`config.mk`:
```
export PLATFORM = sky130hd
export DESIGN_NAME = block_buffer_cache_lookup_lru_flat
export DESIGN_NICKNAME = d
export VERILOG_FILES = /design/src/hdl/bbcl_pkg.sv /design/src/hdl/bbcl_if.sv /design/src/hdl/block_buffer_cache_lookup_lru.sv /design/src/hdl/bbcl_ram.sv /design/src/hdl/bbcl_scan.sv /design/src/flat_wrapper.sv
export VERILOG_INCLUDE_DIRS = /design/src /design/src/hdl
export SDC_FILE = /design/constraint.sdc
export NUM_CORES = 2
export LEC_CHECK = 0
export BUFFER_PORTS_ARGS = -buffer_cell sky130_fd_sc_hd__buf_2
export CORE_MARGIN = 4
export CORE_UTILIZATION = 45
export CTS_BUF_LIST = sky130_fd_sc_hd__clkbuf_8
export DETAILED_ROUTE_END_ITERATION = 12
export PLACE_DENSITY = 0.58
export SLEW_MARGIN = 20
export SYNTH_ARGS = -nofsm -noshare
export SYNTH_HDL_FRONTEND = slang
export SYNTH_HIERARCHICAL = 1
export SYNTH_SLANG_ARGS = --single-unit
```
`constraint.sdc`:
```
create_clock -name clk -period 11.5 [get_ports clk]
set_input_delay 0.575 -clock clk [delete_from_list [all_inputs] [get_ports clk]]
set_output_delay 0.575 -clock clk [all_outputs]
set_load 0.02 [all_outputs]
```
`src/hdl/block_buffer_cache_lookup_lru_defines.svh`:
```
// Assertion macros used by the buffer cache tag table top module.
// Defining NO_ASSERTIONS leaves every macro body empty.
`ifndef BLOCK_BUFFER_CACHE_LOOKUP_LRU_DEFINES_SVH
`define BLOCK_BUFFER_CACHE_LOOKUP_LRU_DEFINES_SVH
`ifndef NO_ASSERTIONS
// Same-cycle implication, checked at every rising edge outside reset.
`define BBCL_ASSERT_NOW(label, ck, rs, ante, cons) \
  label: assert property (@(posedge ck) disable iff (!rs) (ante) |-> (cons)) \
    else $error("bbcl: same-cycle check failed");
// Next-cycle implication, checked at every rising edge outside reset.
`define BBCL_ASSERT_NEXT(label, ck, rs, ante, cons) \
  label: assert property (@(posedge ck) disable iff (!rs) (ante) |=> (cons)) \
    else $error("bbcl: next-cycle check failed");
`else
`define BBCL_ASSERT_NOW(label, ck, rs, ante, cons)
`define BBCL_ASSERT_NEXT(label, ck, rs, ante, cons)
`endif
`endif

```
`src/hdl/bbcl_pkg.sv`:
```
// Types and constants of the buffer cache tag table.
// No dependencies; used by the interfaces, the top module and bbcl_scan.
`default_nettype none

package bbcl_pkg;

  typedef enum logic [1:0] {
    OP_LOOKUP  = 2'd0,
    OP_RELEASE = 2'd1,
    OP_PIN     = 2'd2,
    OP_UNPIN   = 2'd3
  } op_t;

  localparam logic [7:0]  COUNT_MAX   = 8'hFF;
  localparam logic [31:0] STAMP_NEVER = 32'hFFFF_FFFF;

  typedef struct packed {
    op_t         operation;
    logic [7:0]  device;
    logic [31:0] block_number;
    logic [4:0]  entry;
    logic [31:0] now;
  } in_item_t;

  typedef struct packed {
    logic [4:0] result_entry;
    logic       hit;
    logic       needs_read;
    logic       no_free;
  } out_item_t;

  // One buffer tag record as it is held in the tag memory.
  typedef struct packed {
    logic [7:0]  device;
    logic [31:0] block;
    logic [7:0]  count;
    logic [31:0] stamp;
    logic        cvalid;
    logic        present;
  } entry_t;

  typedef struct packed {
    logic clear;
    logic sample;
  } scan_ctrl_t;

  typedef struct packed {
    logic        match_found;
    logic        best_found;
    logic [31:0] best_stamp;
    entry_t      match_rec;
  } scan_stat_t;

endpackage

`default_nettype wire

```
`src/hdl/bbcl_if.sv`:
```
// Valid/ready channel interfaces for the request and result transactions.
// Depends on bbcl_pkg for the payload types.
`default_nettype none

interface bbcl_in_if;
  import bbcl_pkg::*;
  logic     valid;
  logic     ready;
  in_item_t data;
  modport source (output valid, output data, input ready);
  modport sink (input valid, input data, output ready);
endinterface

interface bbcl_out_if;
  import bbcl_pkg::*;
  logic      valid;
  logic      ready;
  out_item_t data;
  modport source (output valid, output data, input ready);
  modport sink (input valid, input data, output ready);
endinterface

`default_nettype wire

```
`src/hdl/block_buffer_cache_lookup_lru.sv`:
```
// Buffer cache tag table: lookup with reference counts, release-stamp LRU.
// Depends on bbcl_pkg, bbcl_if, bbcl_ram, bbcl_scan and the defines header.
//
// Usage: requests arrive on in_chan (valid/ready), one transaction at a time.
// A lookup carries device and block_number; release, pin and unpin carry
// entry, and release also carries now. Every request yields exactly one
// result transaction on out_chan, in request order.
// Operation: a lookup sweeps the tag memory through its single read port,
// one entry per cycle, then writes back the matching or chosen entry.
// Release, pin and unpin with an entry in range read and write back that
// one entry. A new request is accepted at the earliest in the cycle after
// the previous result is loaded into the output register, so the next
// request may enter while that result still waits.
// Reset: rst_n is synchronous and active low. All entries then read as zero
// through per-entry valid bits; no clearing pass is needed.
// Stall: the result stays in the output register while out_chan.ready is low;
// a following request is worked on but its result waits until the register
// frees up.
`default_nettype none
`include "block_buffer_cache_lookup_lru_defines.svh"

module block_buffer_cache_lookup_lru #(
  parameter int NUM_ENTRIES = 32
) (
  input wire logic   clk,
  input wire logic   rst_n,
  bbcl_in_if.sink    in_chan,
  bbcl_out_if.source out_chan
);
  import bbcl_pkg::*;

  localparam int               IDX_W    = $clog2(NUM_ENTRIES);
  localparam int               REC_W    = $bits(entry_t);
  localparam logic [IDX_W-1:0] LAST_IDX = IDX_W'(NUM_ENTRIES - 1);

  typedef enum logic [2:0] {
    S_IDLE,
    S_SCAN,
    S_LK_WR,
    S_MOD,
    S_RESULT
  } state_t;

  state_t     state_r, state_nxt;
  in_item_t   req_r, req_nxt;
  out_item_t  res_r, res_nxt;
  out_item_t  out_data_r, out_data_nxt;
  logic       out_valid_r, out_valid_nxt;

  logic [IDX_W-1:0]       rd_addr_r;
  logic                   rd_vld_r;
  logic [NUM_ENTRIES-1:0] entry_valid_r;

  logic             in_acc;
  logic             in_range;
  logic             ram_re;
  logic [IDX_W-1:0] ram_raddr;
  logic             ram_we;
  logic [IDX_W-1:0] ram_waddr;
  entry_t           ram_wdata;
  logic [REC_W-1:0] ram_rdata;
  entry_t           cur_rec;

  scan_ctrl_t       scan_ctrl;
  scan_stat_t       scan_stat;
  logic [IDX_W-1:0] match_idx;
  logic [IDX_W-1:0] best_idx;

  assign in_chan.ready  = (state_r == S_IDLE);
  assign in_acc         = in_chan.valid && in_chan.ready;
  assign in_range       = (32'(in_chan.data.entry) < NUM_ENTRIES);
  assign out_chan.valid = out_valid_r;
  assign out_chan.data  = out_data_r;

  // Entries never written since reset read as all zero.
  assign cur_rec = rd_vld_r ? entry_t'(ram_rdata) : entry_t'('0);

  bbcl_ram #(
    .WIDTH (REC_W),
    .DEPTH (NUM_ENTRIES)
  ) u_tag_ram (
    .clk   (clk),
    .we    (ram_we),
    .waddr (ram_waddr),
    .wdata (ram_wdata),
    .re    (ram_re),
    .raddr (ram_raddr),
    .rdata (ram_rdata)
  );

  bbcl_scan #(
    .NUM_ENTRIES (NUM_ENTRIES)
  ) u_scan (
    .clk          (clk),
    .rst_n        (rst_n),
    .ctrl         (scan_ctrl),
    .idx          (rd_addr_r),
    .rec          (cur_rec),
    .device       (req_r.device),
    .block_number (req_r.block_number),
    .stat         (scan_stat),
    .match_idx    (match_idx),
    .best_idx     (best_idx)
  );

  always_comb begin
    state_nxt        = state_r;
    req_nxt          = req_r;
    res_nxt          = res_r;
    out_data_nxt     = out_data_r;
    out_valid_nxt    = out_valid_r && !out_chan.ready;
    ram_re           = 1'b0;
    ram_raddr        = rd_addr_r;
    ram_we           = 1'b0;
    ram_waddr        = rd_addr_r;
    ram_wdata        = cur_rec;
    scan_ctrl.clear  = 1'b0;
    scan_ctrl.sample = 1'b0;

    unique case (state_r)
      S_IDLE: begin
        if (in_acc) begin
          req_nxt = in_chan.data;
          res_nxt = '0;
          if (in_chan.data.operation == OP_LOOKUP) begin
            ram_re          = 1'b1;
            ram_raddr       = '0;
            scan_ctrl.clear = 1'b1;
            state_nxt       = S_SCAN;
          end else if (in_range) begin
            ram_re    = 1'b1;
            ram_raddr = IDX_W'(in_chan.data.entry);
            state_nxt = S_MOD;
          end else begin
            state_nxt = S_RESULT;
          end
        end
      end
      S_SCAN: begin
        scan_ctrl.sample = 1'b1;
        if (rd_addr_r == LAST_IDX) begin
          state_nxt = S_LK_WR;
        end else begin
          ram_re    = 1'b1;
          ram_raddr = IDX_W'(rd_addr_r + 1'b1);
        end
      end
      S_LK_WR: begin
        if (scan_stat.match_found) begin
          ram_we           = 1'b1;
          ram_waddr        = match_idx;
          ram_wdata        = scan_stat.match_rec;
          ram_wdata.cvalid = 1'b1;
          if (scan_stat.match_rec.count != COUNT_MAX) begin
            ram_wdata.count = scan_stat.match_rec.count + 8'd1;
          end
          res_nxt.result_entry = 5'(match_idx);
          res_nxt.hit          = 1'b1;
          res_nxt.needs_read   = !scan_stat.match_rec.cvalid;
        end else if (scan_stat.best_found) begin
          ram_we            = 1'b1;
          ram_waddr         = best_idx;
          ram_wdata.device  = req_r.device;
          ram_wdata.block   = req_r.block_number;
          ram_wdata.count   = 8'd1;
          ram_wdata.stamp   = scan_stat.best_stamp;
          ram_wdata.cvalid  = 1'b1;
          ram_wdata.present = 1'b1;
          res_nxt.result_entry = 5'(best_idx);
          res_nxt.needs_read   = 1'b1;
        end else begin
          res_nxt.no_free = 1'b1;
        end
        state_nxt = S_RESULT;
      end
      S_MOD: begin
        ram_we = 1'b1;
        unique case (req_r.operation)
          OP_RELEASE: begin
            if (cur_rec.count != 8'd0) begin
              ram_wdata.count = cur_rec.count - 8'd1;
              if (cur_rec.count == 8'd1) begin
                ram_wdata.stamp = req_r.now;
              end
            end
          end
          OP_PIN: begin
            if (cur_rec.count != COUNT_MAX) begin
              ram_wdata.count = cur_rec.count + 8'd1;
            end
          end
          OP_UNPIN: begin
            if (cur_rec.count != 8'd0) begin
              ram_wdata.count = cur_rec.count - 8'd1;
            end
          end
          default: begin
            ram_we = 1'b0;
          end
        endcase
        state_nxt = S_RESULT;
      end
      S_RESULT: begin
        if (!out_valid_r || out_chan.ready) begin
          out_data_nxt  = res_r;
          out_valid_nxt = 1'b1;
          state_nxt     = S_IDLE;
        end
      end
      default: begin
        state_nxt = S_IDLE;
      end
    endcase
  end

  always_ff @(posedge clk) begin
    if (!rst_n) begin
      state_r     <= S_IDLE;
      out_valid_r <= 1'b0;
    end else begin
      state_r     <= state_nxt;
      out_valid_r <= out_valid_nxt;
    end
    req_r      <= req_nxt;
    res_r      <= res_nxt;
    out_data_r <= out_data_nxt;
  end

  // Read address and the entry's written flag travel with the RAM read.
  always_ff @(posedge clk) begin
    if (ram_re) begin
      rd_addr_r <= ram_raddr;
      rd_vld_r  <= entry_valid_r[ram_raddr];
    end
  end

  always_ff @(posedge clk) begin
    if (!rst_n) begin
      entry_valid_r <= '0;
    end else if (ram_we) begin
      entry_valid_r[ram_waddr] <= 1'b1;
    end
  end

  `BBCL_ASSERT_NEXT(a_accept_leaves_idle, clk, rst_n, in_acc, state_r != S_IDLE)
  `BBCL_ASSERT_NOW(a_write_only_in_update, clk, rst_n, ram_we,
                   (state_r == S_LK_WR) || (state_r == S_MOD))
  `BBCL_ASSERT_NOW(a_no_free_exclusive, clk, rst_n, out_valid_r && out_data_r.no_free,
                   !out_data_r.hit && !out_data_r.needs_read)
  `BBCL_ASSERT_NEXT(a_result_loads_slot, clk, rst_n,
                    (state_r == S_RESULT) && (!out_valid_r || out_chan.ready),
                    out_valid_r && (state_r == S_IDLE))

endmodule

`default_nettype wire

```
`src/hdl/bbcl_ram.sv`:
```
// Generic single-write, single-read RAM with a registered read port.
// No dependencies.
`default_nettype none

module bbcl_ram #(
  parameter int WIDTH = 8,
  parameter int DEPTH = 32
) (
  input  wire logic                     clk,
  input  wire logic                     we,
  input  wire logic [$clog2(DEPTH)-1:0] waddr,
  input  wire logic [WIDTH-1:0]         wdata,
  input  wire logic                     re,
  input  wire logic [$clog2(DEPTH)-1:0] raddr,
  output      logic [WIDTH-1:0]         rdata
);

  logic [WIDTH-1:0] mem [DEPTH];

  always_ff @(posedge clk) begin
    if (we) begin
      mem[waddr] <= wdata;
    end
    if (re) begin
      rdata <= mem[raddr];
    end
  end

endmodule

`default_nettype wire

```
`src/hdl/bbcl_scan.sv`:
```
// Lookup sweep tracker: first tag match and oldest free entry over the scan.
// Depends on bbcl_pkg.
`default_nettype none

module bbcl_scan #(
  parameter int NUM_ENTRIES = 32
) (
  input  wire logic                           clk,
  input  wire logic                           rst_n,
  input  wire bbcl_pkg::scan_ctrl_t           ctrl,
  input  wire logic [$clog2(NUM_ENTRIES)-1:0] idx,
  input  wire bbcl_pkg::entry_t               rec,
  input  wire logic [7:0]                     device,
  input  wire logic [31:0]                    block_number,
  output      bbcl_pkg::scan_stat_t           stat,
  output      logic [$clog2(NUM_ENTRIES)-1:0] match_idx,
  output      logic [$clog2(NUM_ENTRIES)-1:0] best_idx
);
  import bbcl_pkg::*;

  localparam int IDX_W = $clog2(NUM_ENTRIES);

  logic             match_found_r;
  logic             best_found_r;
  logic [31:0]      best_stamp_r;
  entry_t           match_rec_r;
  logic [IDX_W-1:0] match_idx_r;
  logic [IDX_W-1:0] best_idx_r;
  logic             is_match;
  logic             is_better;

  assign is_match  = !match_found_r && rec.present &&
                     (rec.device == device) && (rec.block == block_number);
  // Strict compare keeps the lowest index on equal stamps, and a stamp of
  // all ones can never beat the initial value.
  assign is_better = (rec.count == 8'd0) && (rec.stamp < best_stamp_r);

  always_ff @(posedge clk) begin
    if (!rst_n) begin
      match_found_r <= 1'b0;
      best_found_r  <= 1'b0;
      best_stamp_r  <= STAMP_NEVER;
    end else if (ctrl.clear) begin
      match_found_r <= 1'b0;
      best_found_r  <= 1'b0;
      best_stamp_r  <= STAMP_NEVER;
    end else if (ctrl.sample) begin
      if (is_match) begin
        match_found_r <= 1'b1;
      end
      if (is_better) begin
        best_found_r <= 1'b1;
        best_stamp_r <= rec.stamp;
      end
    end
  end

  always_ff @(posedge clk) begin
    if (ctrl.sample && is_match) begin
      match_rec_r <= rec;
      match_idx_r <= idx;
    end
    if (ctrl.sample && is_better) begin
      best_idx_r <= idx;
    end
  end

  assign stat      = scan_stat_t'({match_found_r, best_found_r, best_stamp_r, match_rec_r});
  assign match_idx = match_idx_r;
  assign best_idx  = best_idx_r;

endmodule

`default_nettype wire
```
`src/flat_wrapper.sv`:
```
// flat-port wrapper written by rule: the top's interface ports become plain ports
module block_buffer_cache_lookup_lru_flat import bbcl_pkg::*;
#(
  parameter int NUM_ENTRIES = 32
)
  (clk, rst_n, in_chan_valid, in_chan_data, in_chan_ready, out_chan_valid, out_chan_data, out_chan_ready);
  bbcl_in_if in_chan_i ();
  bbcl_out_if out_chan_i ();
  input wire logic clk;
  input wire logic rst_n;
  input wire logic [$bits(in_chan_i.valid)-1:0] in_chan_valid;
  input wire logic [$bits(in_chan_i.data)-1:0] in_chan_data;
  output wire logic [$bits(in_chan_i.ready)-1:0] in_chan_ready;
  output wire logic [$bits(out_chan_i.valid)-1:0] out_chan_valid;
  output wire logic [$bits(out_chan_i.data)-1:0] out_chan_data;
  input wire logic [$bits(out_chan_i.ready)-1:0] out_chan_ready;
  assign in_chan_i.valid = in_chan_valid;
  assign in_chan_i.data = in_chan_data;
  assign in_chan_ready = in_chan_i.ready;
  assign out_chan_valid = out_chan_i.valid;
  assign out_chan_data = out_chan_i.data;
  assign out_chan_i.ready = out_chan_ready;
  block_buffer_cache_lookup_lru #(.NUM_ENTRIES(NUM_ENTRIES)) u_core (.clk(clk), .rst_n(rst_n), .in_chan(in_chan_i), .out_chan(out_chan_i));
endmodule
```
==> metrics.md <==
| Metric | Value |
|---|---|
| Yosys warning total | 6 |
| CTS root buffer | clkbuf_8 |
| DR vias | 62922 |
| Final Hold Viols | 0 |
| Cell accounting for the most synthesized area | edfxtp_1 |
| Startpoint types | flop |
| Met2 WL | 158000 microns |
| Int Power | 19000 uW |
| Final WL | 331000 microns |
| Syn Area/Cell | 19.1 sq um |
| Rows | 185 |
| Resize count post-CTS | 0 |
| Switch share | 29.2% |
| VDD IR-drop max | 119 uV |
| Max_cap viols | 0 |
| Clk buf depth | 4 |
| Die Y-Extent | 515 microns |
| Worst skew pair latency | 1.07 ns |
| Clock slew at reported path FFs | 0.06 ns |
| RSZ-0062 raised after global routing | no |
| Top cells by area, synth | edfxtp_1 (75%), mux4_2 (6.4%), mux2i_1 (6.0%), a22oi_1 (3.0%), dfxtp_1 (1.2%) |
| Die area | 266000 sq um |
| Gate power share | 19.7% |
| Finished Cell Area | 131000 sq um |
| Slew margin rel. | 19.7% |
| Seq pwr share | 49.8% |
| First-pass GRT wire length | 466000 microns |
| Core area | 255000 sq um |
| Initial drt markers | 7484 |
| H-tree Lvls | 5 |
| Critical path fanouts, max | 55 |
| Final setup TNS | 0 ns |
| Mapped Area | 116000 sq um |
| Final antenna-violating net count | 0 |
| Port-buffer cells | 92 |
| Pleak | 0.0431 uW |
| Layout Nets | 6653 |
| WP data required | 12.12 ns |
| WHS | 0.121 ns |
| Seq/Total Area, Yosys | 76.2% |
| Tot Pwr | 26900 uW |
| Initial DRT Pass Iterations | 11 |
| Worst-Margin Slew | 1.20 ns |
| Area grow syn2layout | 12.7% |
| TritonCTS buffer count | 470 |
| Final setup fails | 0 |
| Unique masters post-synth | 71 |
| GRT Total Usage | 24.5% |
| TritonCTS clock tree | done |
| Die width | 515 microns |
| Critical path arrival | 6.60 ns |
| Final clock skew | 0.105 ns |
| Post-synth EDFFs | 2894 |
| Share of the synthesized area in the top cell type | 75.0% |
| F_max | 167 MHz |
| Initial antenna violation count | 10 |
| M1 wire length | 140000 microns |
| Worst setup EP type | flop |
| Syn Nets | 6177 |
| DRC Markers | 0 |
| Period utilization | 52.0% |
| Synth Register Bits | 2964 |
| Final Wtd Congestion | 0.840 |
| CTS Sinks | 2964 |
| DR WL/cell | 32.2 microns |
| Count leader, synth | edfxtp_1 |
| Synth async-reset ratio | 0% |
| Hold Buf Count CTS | 75 |
| Pin count of the biggest net entering global routing | 120 |
| Grt total ovfl | 0 |
| Switching power | 7870 uW |
| DR top layer | met4 |
| Power per cell area | 206 nW/um^2 |
| Share of cells above drive strength 1 | 19.5% |
| Setup Crit Path Kind | flop to flop |
| Met3 routed WL | 26200 microns |
| Outcome | finished, final reports clean |
| Fillcell total | 20591 |
| Mapped Cells | 6058 |
| DP Wirelength | 178000 microns |
| Number of global-route vias before repair | 62142 |
| Clock group share of total power | 30.6% |
| Ys flop type | edfxtp_1 |
| Slew Limit Fails | 0 |
| Hold Crit Class | primary input to flop |
| Post-synth top cells | edfxtp_1 (2894), mux2i_1 (695), a22oi_1 (464) |
| Min Clock Period, post-route | 5.98 ns |
| Starting Density | 45.4% |
| Io pins | 93 |
| Vias per cell | 6.13 |
| DP Area | 121000 sq um |
| Post-CTS Setup Inserts | 0 |
==> worst paths after layout <==
| path | startpoint | depth (start not counted) | slack [ns] | end |
|---|---|---|---|---|
| worst max-delay path | u_core/state_r[0] | 10 | 5.52 | u_core/u_tag_ram/mem[1][6] |
| worst min-delay path | in_chan_valid | 4 | 0.12 | u_core/state_r[1] |
| worst max register to register | u_core/state_r[0] | 10 | 5.52 | u_core/u_tag_ram/mem[1][6] |
| worst min register to register | u_core/res_r[1] | 0 | 0.43 | u_core/out_chan.data[1] |
==> worst max-delay path, cell delays in order (launching register included) <==
cell      delay [ns]
dfxtp_1         0.68
or3b_4          0.23
buf_4           0.70
inv_2           0.15
o21ai_2         0.26
o21a_1          0.27
inv_1           0.13
nand3b_1        0.66
nor2_4          0.84
buf_4           0.65
buf_4           0.83
==> layout by cell type (no fill, tap or decap), types with 12 or more instances in the layout <==
cell type	n
xor2_1	34
nor2_4	38
mux2i_1	695
and2_1	92
o2111ai_1	12
mux4_2	330
a21oi_1	50
edfxtp_1	2894
nand2_1	56
nand4_1	50
nor3_1	13
o21ai_0	38
nor2b_1	61
o21ai_4	32
o21ai_1	26
a22o_1	43
a31oi_1	88
buf_2	92
a222oi_1	32
clkinv_2	54
nor2_1	43
a41oi_1	33
o21ai_2	48
clkinv_1	130
nand3_1	186
a22oi_1	464
ha_1	36
xnor2_1	15
o21a_1	26
dlygate4sd3_1	75
inv_1	204
buf_4	186
dfxtp_1	68
clkbuf_8	482
==> stage by stage <==
step	std cells	utilization, %	worst slack, ns
3_5_place_dp	9352	47.5	5.58
6_report	10272	51.2	5.52
4_1_cts	10268	51.1	5.58
5_1_grt	10271	51.2	5.29
3_3_place_gp	9352	47.4	5.75
2_1_floorplan	6058	-	3.21
==> kinds of logic (layout without fill, tap and decap cells) <==
kind of cell,after synthesis,in the layout,synth area share (%)
flip-flops,2964,2964,76.2
multiplexers,1029,1029,12.5
AO/OA/AOI/OAI,931,931,5.84
AND/OR/NAND/NOR,628,628,2.93
buffers and inverters,421,1266,1.73
XOR/XNOR,49,49,0.371
adder cells (fa/ha/maj),36,36,0.389
other,0,3,0
==> cell type report <==
type / instances / area (sq um) / area share (%)
clock buffers: 482 / 6630 / 5.08
repair buffers: 364 / 2840 / 2.17
clock inverters: 359 / 1840 / 1.41
well taps: 3366 / 4210 / 3.23
inverters: 61 / 241 / 0.185
flip-flops and latches: 2964 / 88300 / 67.7
multi-input cells: 2673 / 26400 / 20.2
diodes: 3 / 7.51 / 0.00575
==> power groups by stage <==
| stage | combinational [uW] | sequential [uW] | clock, uW |
|---|---|---|---|
| after global routing | 5630 | 13400 | 8920 |
| after detailed placement | 5220 | 13600 | 0 |
| final | 5290 | 13400 | 8220 |
| after floorplan | 3320 | 13600 | 0 |
| after global placement | 5110 | 13600 | 0 |
| after CTS | 5250 | 13400 | 8410 |
==> layer usage <==
metal | GRT usage, % | vias up
li1 | - | 26044
met1 | 35.7 | 33448
met2 | 39.3 | 2992
met3 | 3.70 | 438
met4 | 5.52 | 0
met5 | 0 | -
==> state kept, by name (all words and copies together), names as in the netlist, 3 cells and up <==
| signal | count |
|---|---|
| u_core/entry_valid_r | 32 |
| u_core/req_r | 74 |
| u_core/u_scan/best_idx | 5 |
| u_core/u_scan/match_idx | 5 |
| u_core/rd_addr_r | 5 |
| u_core/state_r | 3 |
| u_core/u_scan/best_stamp_r | 32 |
| u_core/u_scan/stat | 82 |
| u_core/u_tag_ram/mem | 2624 |
| u_core/u_tag_ram/rdata | 82 |
| u_core/res_r | 8 |
| u_core/out_chan.data | 8 |
Note: power is estimated with default switching activity, not from simulation.
